`src/sv/mac_table_with_ageing_assert.svh`:
```
// Assertion macros for the MAC table top level.
// Expects clk and arst_n in scope where the macros are used.
`ifndef MAC_TABLE_WITH_AGEING_ASSERT_SVH
`define MAC_TABLE_WITH_AGEING_ASSERT_SVH

// Same-cycle implication.
`define MTA_ASSERT_NOW(lbl, ante, cons, msg) \
	lbl: assert property (@(posedge clk) disable iff (!arst_n) (ante) |-> (cons)) \
		else $error(msg);

// Next-cycle implication.
`define MTA_ASSERT_NXT(lbl, ante, cons, msg) \
	lbl: assert property (@(posedge clk) disable iff (!arst_n) (ante) |=> (cons)) \
		else $error(msg);

`endif

```
`src/sv/mta_pkg.sv`:
```
// Shared types, constants and functions for the MAC table with ageing.
// No dependencies.
`timescale 1ns / 1ps
`default_nettype none

package mta_pkg;

	localparam int BUCKETS = 64;
	localparam int WAYS    = 4;
	localparam int BKT_W   = $clog2(BUCKETS);
	localparam int WAY_W   = (WAYS > 1) ? $clog2(WAYS) : 1;
	localparam logic [30:0] MAX_AGE_RST = 31'd360000;

	typedef enum logic [2:0] {
		MODE_INSERT    = 3'd0,
		MODE_LOOKUP    = 3'd1,
		MODE_DELETE    = 3'd2,
		MODE_FLUSH_ALL = 3'd3,
		MODE_FLUSH_EXP = 3'd4
	} mode_t;

	typedef enum logic [1:0] {
		ST_DONE     = 2'd0,
		ST_NOTFOUND = 2'd1,
		ST_FULL     = 2'd2
	} status_t;

	typedef enum logic [2:0] {
		S_IDLE, S_LK_RD, S_LK_EX, S_SW_RD, S_SW_CHK, S_FIN
	} state_t;

	typedef struct packed {
		logic [47:0] mac;
		logic [31:0] stamp;
	} entry_t;

	typedef entry_t [WAYS-1:0] row_t;

	typedef struct packed {
		logic load_in;
		logic clr_all;
		logic rd_lk;
		logic op_do;
		logic swp_start;
		logic rd_sw;
		logic swp_chk;
		logic swp_inc;
		logic out_load;
	} mta_cmd_t;

	typedef struct packed {
		logic swp_last;
		logic out_free;
	} mta_sts_t;

	function automatic logic [BKT_W-1:0] hash_bucket(input logic [47:0] mac);
		logic [19:0] x;
		x = '0;
		for (int i = 5; i >= 0; i--) begin
			x = {x[17:0], 2'b00} ^ {12'd0, mac[8*i +: 8]};
		end
		x = x ^ (x >> 8);
		return x[BKT_W-1:0];
	endfunction

	function automatic logic aged(input logic [31:0] stamp, input logic [31:0] now,
			input logic [30:0] max_age);
		logic [31:0] limit;
		logic [31:0] diff;
		limit = stamp + {1'b0, max_age};
		diff  = now - limit;
		return !diff[31];
	endfunction

endpackage

`default_nettype wire

```
`src/sv/mta_ctrl.sv`:
```
// Controller FSM for the MAC table: sequences lookups, sweeps and result hand-off.
// Depends on mta_pkg.
`timescale 1ns / 1ps
`default_nettype none

module mta_ctrl import mta_pkg::*; (
	input  wire logic       clk,
	input  wire logic       arst_n,
	input  wire logic       in_valid,
	input  wire logic [2:0] mode,
	output logic            in_ready,
	input  wire mta_sts_t   sts,
	output mta_cmd_t        cmd
);

	state_t state_q, state_d;

	always_ff @(posedge clk or negedge arst_n) begin
		if (!arst_n) state_q <= S_IDLE;
		else         state_q <= state_d;
	end

	always_comb begin
		state_d  = state_q;
		cmd      = '0;
		in_ready = 1'b0;
		unique case (state_q)
			S_IDLE: begin
				in_ready = 1'b1;
				if (in_valid) begin
					cmd.load_in = 1'b1;
					unique case (mode)
						MODE_INSERT, MODE_LOOKUP, MODE_DELETE: state_d = S_LK_RD;
						MODE_FLUSH_ALL: begin
							cmd.clr_all = 1'b1;
							state_d     = S_FIN;
						end
						MODE_FLUSH_EXP: begin
							cmd.swp_start = 1'b1;
							state_d       = S_SW_RD;
						end
						default: state_d = S_FIN;
					endcase
				end
			end
			S_LK_RD: begin
				cmd.rd_lk = 1'b1;
				state_d   = S_LK_EX;
			end
			S_LK_EX: begin
				cmd.op_do = 1'b1;
				state_d   = S_FIN;
			end
			S_SW_RD: begin
				cmd.rd_sw = 1'b1;
				state_d   = S_SW_CHK;
			end
			S_SW_CHK: begin
				cmd.swp_chk = 1'b1;
				if (sts.swp_last) begin
					state_d = S_FIN;
				end else begin
					cmd.swp_inc = 1'b1;
					state_d     = S_SW_RD;
				end
			end
			S_FIN: begin
				if (sts.out_free) begin
					cmd.out_load = 1'b1;
					state_d      = S_IDLE;
				end
			end
			default: state_d = S_IDLE;
		endcase
	end

endmodule

`default_nettype wire

```
`config.mk`:
```
export PLATFORM = sky130hd
export DESIGN_NAME = mta_ctrl
export DESIGN_NICKNAME = d
export VERILOG_FILES = /design/src/sv/mac_table_with_ageing_assert.svh /design/src/sv/mta_pkg.sv /design/src/sv/mta_ctrl.sv
export SDC_FILE = /design/constraint.sdc
export NUM_CORES = 1
export LEC_CHECK = 0
export BUFFER_PORTS_ARGS = -buffer_cell sky130_fd_sc_hd__buf_2
export CORE_AREA = 10 10 47 49
export CTS_CLUSTER_DIAMETER = 30
export DETAILED_ROUTE_END_ITERATION = 10
export DIE_AREA = 0 0 57 59
export PLACE_DENSITY = 0.42
export SYNTH_ARGS = -nofsm -noshare
export SYNTH_HDL_FRONTEND = slang
export SYNTH_SLANG_ARGS = --single-unit
```
`constraint.sdc`:
```
create_clock -name clk -period 1.4 [get_ports clk]
set_clock_uncertainty 0.1 [all_clocks]
set_input_delay 0.14 -clock clk [delete_from_list [all_inputs] [get_ports clk]]
set_output_delay 0.14 -clock clk [all_outputs]
set_load 0.02 [all_outputs]
```
==> results by group, run 1 <==
STA
  • Fin. Hold Viols: 0
  • Final Max Slew Viols: 0
  • # setup viols final: 9
  • Worst Max-Slew Pin Slew: 0.255 ns
  • Clock period minus worst slack: 1.53 ns
  • Tcrit/Tclk final: 109%
  • Worst rel slew slack: 82.7%
  • Fmax: 0.653 GHz
  • RSZ-0062 raised after global routing: true
  • Worst Hold Slack: 0.121 ns
  • Final WS setup: -0.132 ns

Route
  • Drt drc: 0
  • 1st-iter DRT viols: 2
  • Final WL: 879 um
  • Drt first pass iters: 2
  • Post-DRT Antenna Nets: 0
  • Vias per cell: 4.31
  • DR vias: 323
  • Wirelength per Cell: 11.7 um

Clocking
  • Cts bufs inserted: 3
  • Worst-path clk slew: 0.04 ns
  • TritonCTS clock tree: done
  • Clock sinks: 3
  • Worst skew pair latency: 0.23 ns
  • H-Tree Depth: 1
  • Clk buf depth: 2
  • CTS root buf: clkbuf_4

Finish
  • Max reg flops: 3
  • # fillers: 156
  • P&R area growth vs syn: 103%
  • # diodes: 0
  • Fraction of layout cells with a size suffix above 1: 57.6%
  • Design Area, Final: 495 um^2
  • Top Registers: state_q (3)
  • Register with the most flip-flops: state_q
  • # nets final: 68

Place
  • I/O Buffers: 17
  • Post-placement cell area: 373 um^2
  • Final GP Congestion: 0.722
  • Post-DP HPWL: 662 um

Worst setup path
  • Crit path from: state_q[2]$_DFFE_PN0P_
  • Worst Path Arrival: 1.29 ns
  • CP Class: reg2out
  • CP Capture Point: cmd[8]
  • Worst Setup End Kind: primary output
  • Reg2reg end: state_q[2]$_DFFE_PN0P_
  • R2R Path Start: state_q[2]$_DFFE_PN0P_
  • Max FO, Critical Path: 3
  • Critical Path RT: 1.16 ns
  • FF-to-FF path depth: 6
  • Critical Path Start Type: flop
  • Reg2reg setup slack: 0.08 ns

Yosys
  • YS warnings: 0
  • #FFs+latches synth: 3
  • Post-Syn Area: 244 um^2
  • Post-synthesis net count: 39
  • Post-Synthesis Cells: 31
  • Syn_area_per_cell: 7.87 um^2
  • Cell taking the most area after synthesis: dfrtp_1
  • Seq/Total Area, Yosys: 30.8%
  • Most common cell in the netlist: nor2_1
  • Yosys top cell area share: 30.8%
  • Asr flop ratio synth: 100%
  • Distinct cells, synth: 18
  • Dominant synthesized flop cell: dfrtp_1
  • Top post-synthesis cells by area: dfrtp_1 (31%), nor2_1 (9.2%), nor3_2 (8.2%)
  • Post-synth EDFFs: 0
  • Top cells by count, synth: nor2_1 (6), dfrtp_1 (3), nor3_1 (3)

Run status
  • Status: complete, but fails checks
  • Failing checks: negative setup slack

GRT
  • First-pass GRT wire length: 1500 um
  • Largest net degree at the start of global routing: 8
  • Vias in the first global route: 343
  • Initial antenna violation count: 0
  • Total GRT Usage: 5.63%
  • Overflow after GRT: 0

Power and ir drop
  • Lkg Pwr: 0.241 nW
  • Pwr dens: 2160 nW/um^2
  • Peak VDD IR: 0.000849 V

Die
  • Total core area: 1400 um^2
  • Die area: 3360 um^2
  • # rows: 14
  • Chip width: 57 um
  • Die Y: 59 um
  • IO Pins: 18
  • Initial core utilization: 17.4%

Worst hold path
  • Min-delay src: sts[0]
  • Worst Hold Class: in2reg

Flow run
  • Max-Cap Viols: 0
cells by family after synthesis:
| logic type | share of synthesized area, % |
|---|---|
| AOI/OAI and AO/OA | 9.23 |
| adders and majority gates | 4.10 |
| buffers and inverters | 7.69 |
| DFF | 30.8 |
| and+or+nand+nor | 48.2 |
layer usage:
metal | routed length (um) | GRT usage (%) | share of wire, %
met1 | 340 | 5.60 | 39
met2 | 448 | 8.68 | 51
met4 | 0 | 1.01 | 0
met3 | 91 | 5.15 | 10
met5 | 0 | 0 | 0
worst max-delay path, cell delays in order (launching register included):
cell and delay [ns]:
dfrtp_1 0.39, buf_4 0.15, nor3_4 0.15, nand2_2 0.11
buf_6 0.13, inv_4 0.04, buf_6 0.10
power breakdown:
group | leakage [nW] | total, mW | internal (mW) | switching, mW
clock | 0.0150 | 0.151 | 0.107 | 0.0443
sequential | 0.0348 | 0.202 | 0.136 | 0.0659
combinational | 0.191 | 0.719 | 0.371 | 0.348
worst min-delay path by stage:
stage	slack, ns	cells after the start	endpoint
2_1_floorplan	-0.26	0	state_q[0]$_DFFE_PN0P_
3_3_place_gp	-0.16	1	state_q[0]$_DFFE_PN0P_
3_5_place_dp	-0.16	1	state_q[1]$_DFFE_PN0P_
4_1_cts	0.12	3	state_q[0]$_DFFE_PN0P_
5_1_grt	0.13	2	state_q[2]$_DFFE_PN0P_
6_report	0.12	3	state_q[0]$_DFFE_PN0P_
cells in the final DEF (no fill, tap or decap):
cell type      synthesis  final
a311oi_1               1      1
nand2_1                2      1
maj3_1                 1      1
nor2_1                 6      5
nand2_2                0      1
clkbuf_1               0      1
nor3_4                 0      2
or2b_1                 1      1
buf_4                  0      8
nor2b_1                2      2
inv_1                  2      1
clkbuf_4               0      3
dlygate4sd3_1          0      1
nor3_1                 3      3
or3_1                  1      1
and4_1                 1      1
nand3_1                1      1
buf_6                  1      7
nand2b_1               1      1
a21oi_1                1      1
nor2_2                 0      1
buf_2                  0      9
inv_4                  0      1
o311ai_1               1      1
dfrtp_2                0      2
dfrtp_1                3      1
and2_1                 1      1
through the flow:
step	cells	TNS, ns	total power, mW	worst slack [ns]	utilization, %
final	75	-0.802	1.07	-0.132	35.4
after global routing	75	-1.66	1.17	-0.216	35.4
after CTS	72	-0.775	0.999	-0.143	33.1
after detailed placement	66	0	0.730	0.0495	26.6
after global placement	66	0	0.740	0.0579	26.6
after floorplan	31	-0.0406	0.544	-0.0406	-
area by class of cell:
class	count	area, um^2	share of cell area, %
timing repair buffer	25	194	39.1
inverter	2	10.0	2.02
tap	16	20.0	4.04
multi-input combinational	25	168	33.8
clock buffer	4	26.3	5.30
sequential	3	77.6	15.7
repair_timing:
item                       CTS  global route
pin swaps                    2             4
hold buffers                 1             0
hold endpoints to repair     3             0
setup buffers                2             3
setup endpoints to repair   10            10
gates resized for setup     18             3
Note: power is estimated with default switching activity, not from simulation.
==> run 2, diff against run 1 <==
--- a/config.mk
+++ b/config.mk
@@ -10,7 +10,7 @@
 export CTS_CLUSTER_DIAMETER = 30
 export DETAILED_ROUTE_END_ITERATION = 10
 export DIE_AREA = 0 0 57 59
-export PLACE_DENSITY = 0.42
+export PLACE_DENSITY = 0.51
 export SYNTH_ARGS = -nofsm -noshare
 export SYNTH_HDL_FRONTEND = slang
 export SYNTH_SLANG_ARGS = --single-unit
==> run 2 against run 1 <==
The flow still finishes with violations (negative setup slack). Routed wire length is 4.2% lower. Combinational power is 1% higher. Worst hold slack worse by 0.0064 ns. Critical endpoint is now cmd[7].
==> results by group, run 2 (synthesis results as in run 1) <==
Route
  • DR vias: 328
  • Wirelength per Cell: 10.9 um
  • Drt drc: 0
  • Vias per cell: 4.26
  • 1st-iter DRT viols: 4
  • Post-DRT Antenna Nets: 0
  • Drt first pass iters: 2
  • Final WL: 842 um

Clocking
  • H-Tree Depth: 1
  • Worst-path clk slew: 0.04 ns
  • Clock sinks: 3
  • Cts bufs inserted: 3
  • CTS root buf: clkbuf_4
  • Clk buf depth: 2
  • TritonCTS clock tree: done
  • Worst skew pair latency: 0.24 ns

Worst setup path
  • Bufs and invs on worst path: 1
  • Critical Path Start Type: flop
  • CP max stage delay: 0.44 ns
  • CP cell instances: nor3_4 > nand2_2 > nor3_4 > buf_6
  • Worst-path cell with the longest stage delay: dfrtp_2
  • Family with the most delay on the worst path: simple AND/OR/NAND/NOR gates
  • Critical Path RT: 1.16 ns
  • Worst Path Arrival: 1.29 ns
  • Worst Setup End Kind: primary output
  • CP Class: reg2out
  • Max FO, Critical Path: 5
  • Most frequent CP cell: nor3_4

GRT
  • Overflow after GRT: 0
  • Initial antenna violation count: 0
  • Largest net degree at the start of global routing: 7
  • Vias in the first global route: 330
  • Total GRT Usage: 5.20%
  • First-pass GRT wire length: 1400 um

Worst hold path
  • Worst Hold Class: in2reg

Finish
  • Design Area, Final: 497 um^2
  • Top Registers: state_q (3)
  • P&R area growth vs syn: 104%
  • Commonest non-fill, non-tap cell in the layout: buf_4
  • # diodes: 0
  • # fillers: 153
  • # nets final: 70
  • Fraction of layout cells with a size suffix above 1: 59.0%
  • Register with the most flip-flops: state_q
  • Most frequent cells in the layout: buf_4 (12), buf_2 (10), nor2_1 (6)
  • Max reg flops: 3

Place
  • I/O Buffers: 17
  • Post-placement cell area: 380 um^2
  • Final GP Congestion: 0.660
  • Post-DP HPWL: 672 um

STA
  • Clock period minus worst slack: 1.53 ns
  • Final Max Slew Viols: 0
  • Final WS setup: -0.125 ns
  • Tcrit/Tclk final: 109%
  • Fin. Hold Viols: 0
  • Worst Hold Slack: 0.115 ns
  • Fmax: 0.656 GHz
  • Worst Max-Slew Pin Slew: 0.229 ns
  • # setup viols final: 9
  • Worst rel slew slack: 84.6%
  • RSZ-0062 raised after global routing: true

Die
  • IO Pins: 18
  • # rows: 14
  • Chip width: 57 um
  • Die area: 3360 um^2
  • Total core area: 1400 um^2
  • Die Y: 59 um
  • Initial core utilization: 17.4%

Power and ir drop
  • Lkg Pwr: 0.251 nW
  • Pwr dens: 2190 nW/um^2
  • Peak VDD IR: 0.000976 V
  • Tot Pwr: 1.09 mW

Flow run
  • Max-Cap Viols: 0

Run status
  • Failing checks: negative setup slack
  • Status: complete, but fails checks
[run 2: what timing repair did]
action | CTS | global route
buffers inserted | 4 | 2
setup endpoints to repair | 10 | 10
hold endpoints to repair | 3 | 0
resized for setup | 15 | 1
hold buffers | 1 | 0
pin swaps | 5 | 3
[run 2: per-layer routing]
metal	wire, um	share of wire [%]	track usage, %
met1	304	36	4.68
met2	398	47	8.22
met5	0	0	0
met4	0	0	1.01
met3	139	17	5.36
[run 2: report_power, final]
part	switching, mW	total (mW)	internal [mW]
Sequential	0.0684	0.204	0.136
Clock	0.0512	0.158	0.107
Combinational	0.345	0.727	0.383
Total	0.464	1.09	0.625
[run 2: worst paths after layout]
| check | cells past startpoint | endpoint | slack (ns) | startpoint |
|---|---|---|---|---|
| max | 4 | cmd[7] | -0.13 | state_q[0]$_DFFE_PN0P_ |
| min | 3 | state_q[0]$_DFFE_PN0P_ | 0.11 | sts[0] |
| max reg2reg | 4 | state_q[0]$_DFFE_PN0P_ | 0.05 | state_q[2]$_DFFE_PN0P_ |
| min reg2reg | 2 | state_q[1]$_DFFE_PN0P_ | 0.52 | state_q[1]$_DFFE_PN0P_ |
| max in group asynchronous | 2 | state_q[1]$_DFFE_PN0P_ | 0.96 | arst_n |
| min in group asynchronous | 2 | state_q[0]$_DFFE_PN0P_ | 0.12 | arst_n |
[run 2: layout make-up]
type / instances / area, um^2 / share of cell area (%)
well taps: 16 / 20.0 / 4.03
repair buffers: 27 / 195 / 39.3
multi-input cells: 25 / 170 / 34.3
flip-flops and latches: 3 / 77.6 / 15.6
inverters: 2 / 7.51 / 1.51
clock buffers: 4 / 26.3 / 5.29
[run 2: per-stage QoR]
step	setup TNS (ns)	setup slack, ns	utilization [%]	cells
after global routing	-1.21	-0.192	35.4	77
after floorplan	-0.0406	-0.0406	-	31
after CTS	-0.624	-0.149	34.6	76
after global placement	0	0.0827	27.1	67
after detailed placement	0	0.0476	27.1	67
final	-0.598	-0.125	35.4	77
[run 2: worst reg2reg max path, delay by kind of cell (launching register included)]
family / cells / cell delay, ns
DFF: 1 / 0.41
buffers and inverters: 2 / 0.27
AOI/OAI and AO/OA: 1 / 0.14
and+or+nand+nor: 1 / 0.36
==> run 3, diff against run 2 <==
--- a/config.mk
+++ b/config.mk
@@ -6,10 +6,10 @@
 export NUM_CORES = 1
 export LEC_CHECK = 0
 export BUFFER_PORTS_ARGS = -buffer_cell sky130_fd_sc_hd__buf_2
-export CORE_AREA = 10 10 47 49
+export CORE_AREA = 2 2 39 41
 export CTS_CLUSTER_DIAMETER = 30
 export DETAILED_ROUTE_END_ITERATION = 10
-export DIE_AREA = 0 0 57 59
+export DIE_AREA = 0 0 41 43
 export PLACE_DENSITY = 0.51
 export SYNTH_ARGS = -nofsm -noshare
 export SYNTH_HDL_FRONTEND = slang
==> run 3 against run 2 <==
The run still ends with negative setup slack left. Worst setup slack improved by 0.031 ns. Combinational power increased by 7.8%. Power increased by 5.3%. Count of clock-buffer cells in the layout unchanged. Fmax increased by 2.1%. Critical path depth unchanged. Clock power decreased by 6%. Largest cell class is now multi-input gates. Utilization increased by 2.2 points. Critical path type unchanged. First-iteration DRC count decreased by 75%. Sequential cell count unchanged. Worst hold slack got worse by 0.016 ns.
==> results by group, run 3 (synthesis results as in run 1) <==
Run status
  • Status: complete, but fails checks
  • Failing checks: negative setup slack

Route
  • Vias per cell: 4.32
  • Drt first pass iters: 4
  • DR WL met3: 79 um
  • Drt drc: 0
  • Met1 Wirelength: 300 um
  • Post-DRT Antenna Nets: 0
  • Wirelength per Cell: 10.4 um
  • Met2 routed WL: 403 um
  • DR vias: 324
  • 1st-iter DRT viols: 1
  • DR top layer: met3
  • Final WL: 783 um

Power and ir drop
  • Net Sw Power: 0.500 mW
  • Internal cell power: 0.648 mW
  • Switching Share: 43.6%
  • Tot Pwr: 1.15 mW
  • Logic pwr share: 68.4%
  • Lkg Pwr: 0.247 nW
  • Flop pwr share: 18.7%
  • Clock share of power: 13.0%
  • Peak VDD IR: 0.000929 V
  • Pwr dens: 2200 nW/um^2

Place
  • Final GP Congestion: 0.656
  • Post-Place Cells: 64
  • Post-DP HPWL: 493 um
  • I/O Buffers: 17

Finish
  • # fillers: 152
  • # nets final: 68
  • Most frequent cells in the layout: buf_4 (11), buf_2 (8), nor2_1 (5), buf_6 (5)
  • Fraction of layout cells with a size suffix above 1: 69.5%
  • Commonest non-fill, non-tap cell in the layout: buf_4
  • Multi-input gate area: 196 um^2
  • # diodes: 0
  • Register with the most flip-flops: state_q
  • Non-filler cells, final: 75
  • Max reg flops: 3
  • P&R area growth vs syn: 113%
  • Top Registers: state_q (3)
  • Sequential Area: 78.8 um^2

Die
  • Die Y: 43 um
  • Chip width: 41 um
  • Initial core utilization: 17.6%
  • IO Pins: 18
  • Total core area: 1380 um^2
  • # rows: 14
  • Die area: 1760 um^2

Worst setup path
  • Reg2reg setup slack: 0.05 ns
  • CP Class: reg2out
  • Max FO, Critical Path: 4
  • Reg2reg end: state_q[0]$_DFFE_PN0P_
  • Critical Path RT: 1.16 ns
  • Worst Setup End Kind: primary output
  • FF-to-FF path depth: 4
  • Critical Path Start Type: flop
  • Worst Path Arrival: 1.25 ns
  • R2R Path Start: state_q[0]$_DFFE_PN0P_

Clocking
  • Worst-path clk slew: 0.04 ns
  • CTS root buf: clkbuf_4
  • Clock sinks: 3
  • H-Tree Depth: 1
  • TritonCTS clock tree: done
  • Cts bufs inserted: 3
  • Clk buf depth: 2
  • Worst skew pair latency: 0.23 ns

STA
  • Worst Max-Slew Pin Slew: 0.224 ns
  • Fmax: 0.669 GHz
  • Tcrit/Tclk final: 107%
  • Worst rel slew slack: 84.8%
  • Final WS setup: -0.0938 ns
  • Fin. Hold Viols: 0
  • Clock period minus worst slack: 1.49 ns
  • Final Max Slew Viols: 0
  • # setup viols final: 7
  • Setup TNS: -0.310 ns
  • RSZ-0062 raised after global routing: true

GRT
  • Initial antenna violation count: 0
  • Overflow after GRT: 0
  • Vias in the first global route: 283
  • Total GRT Usage: 9.79%
  • First-pass GRT wire length: 1120 um
  • Largest net degree at the start of global routing: 7

Worst hold path
  • Worst Hold Class: in2reg
  • Hold Path End: state_q[0]$_DFFE_PN0P_
  • Min-delay src: sts[0]
  • Hold path depth: 3

Flow run
  • Max-Cap Viols: 0
[run 3: final cells by class]
type	count	area share [%]
tap	16	3.85
timing repair buffer	25	36.3
inverter	2	1.92
multi-input combinational	25	37.7
sequential	3	15.1
clock buffer	4	5.05
[run 3: repair_timing]
item | 4_1_cts | 5_1_grt
buffers inserted | 5 | 1
setup endpoints to repair | 9 | 11
hold buffers | 1 | 0
pin swaps | 5 | 3
resized for setup | 16 | 13
hold endpoints to repair | 3 | 0
[run 3: metrics by stage]
stage / setup WS (ns) / cell area [um^2] / hold slack [ns] / utilization, %
final: -0.0938 / 520 / 0.0989 / 37.6
after global routing: -0.164 / 520 / 0.0976 / 37.6
after CTS: -0.110 / 470 / 0.0854 / 34.0
after detailed placement: 0.00280 / 358 / -0.163 / 25.9
after global placement: 0.0248 / 358 / -0.162 / 25.9
after floorplan: -0.0406 / 256 / -0.256 / -
[run 3: power by group through the flow]
stage | clock network (mW) | logic, mW | registers, mW
3_5_place_dp | 0 | 0.450 | 0.222
5_1_grt | 0.165 | 0.845 | 0.220
3_3_place_gp | 0 | 0.453 | 0.218
4_1_cts | 0.160 | 0.644 | 0.210
6_report | 0.149 | 0.784 | 0.214
2_1_floorplan | 0 | 0.365 | 0.179
[run 3: how the worst max path moves through the flow]
stage,start,endpoint,slack (ns),depth (start not counted)
floorplan,state_q[2]$_DFFE_PN0P_,cmd[7],-0.04,3
CTS,state_q[1]$_DFFE_PN0P_,cmd[7],-0.11,4
finish,state_q[0]$_DFFE_PN0P_,cmd[7],-0.09,4
detailed placement,state_q[2]$_DFFE_PN0P_,cmd[7],0.003,4
global route,state_q[0]$_DFFE_PN0P_,cmd[4],-0.16,3
global placement,state_q[2]$_DFFE_PN0P_,cmd[7],0.02,4
[run 3: worst max-delay path, stage by stage (launching register included)]
cell     delay (ns)
dfrtp_2        0.43
nor3_4         0.23
nand2_2        0.11
nor3_4         0.12
buf_6          0.13
[run 3: layer usage]
layer | global-route usage (%) | vias to the layer above
li1 | - | 164
met3 | 5.24 | 0
met1 | 11.4 | 146
met4 | 6.00 | 0
met5 | 0 | -
met2 | 13.4 | 14
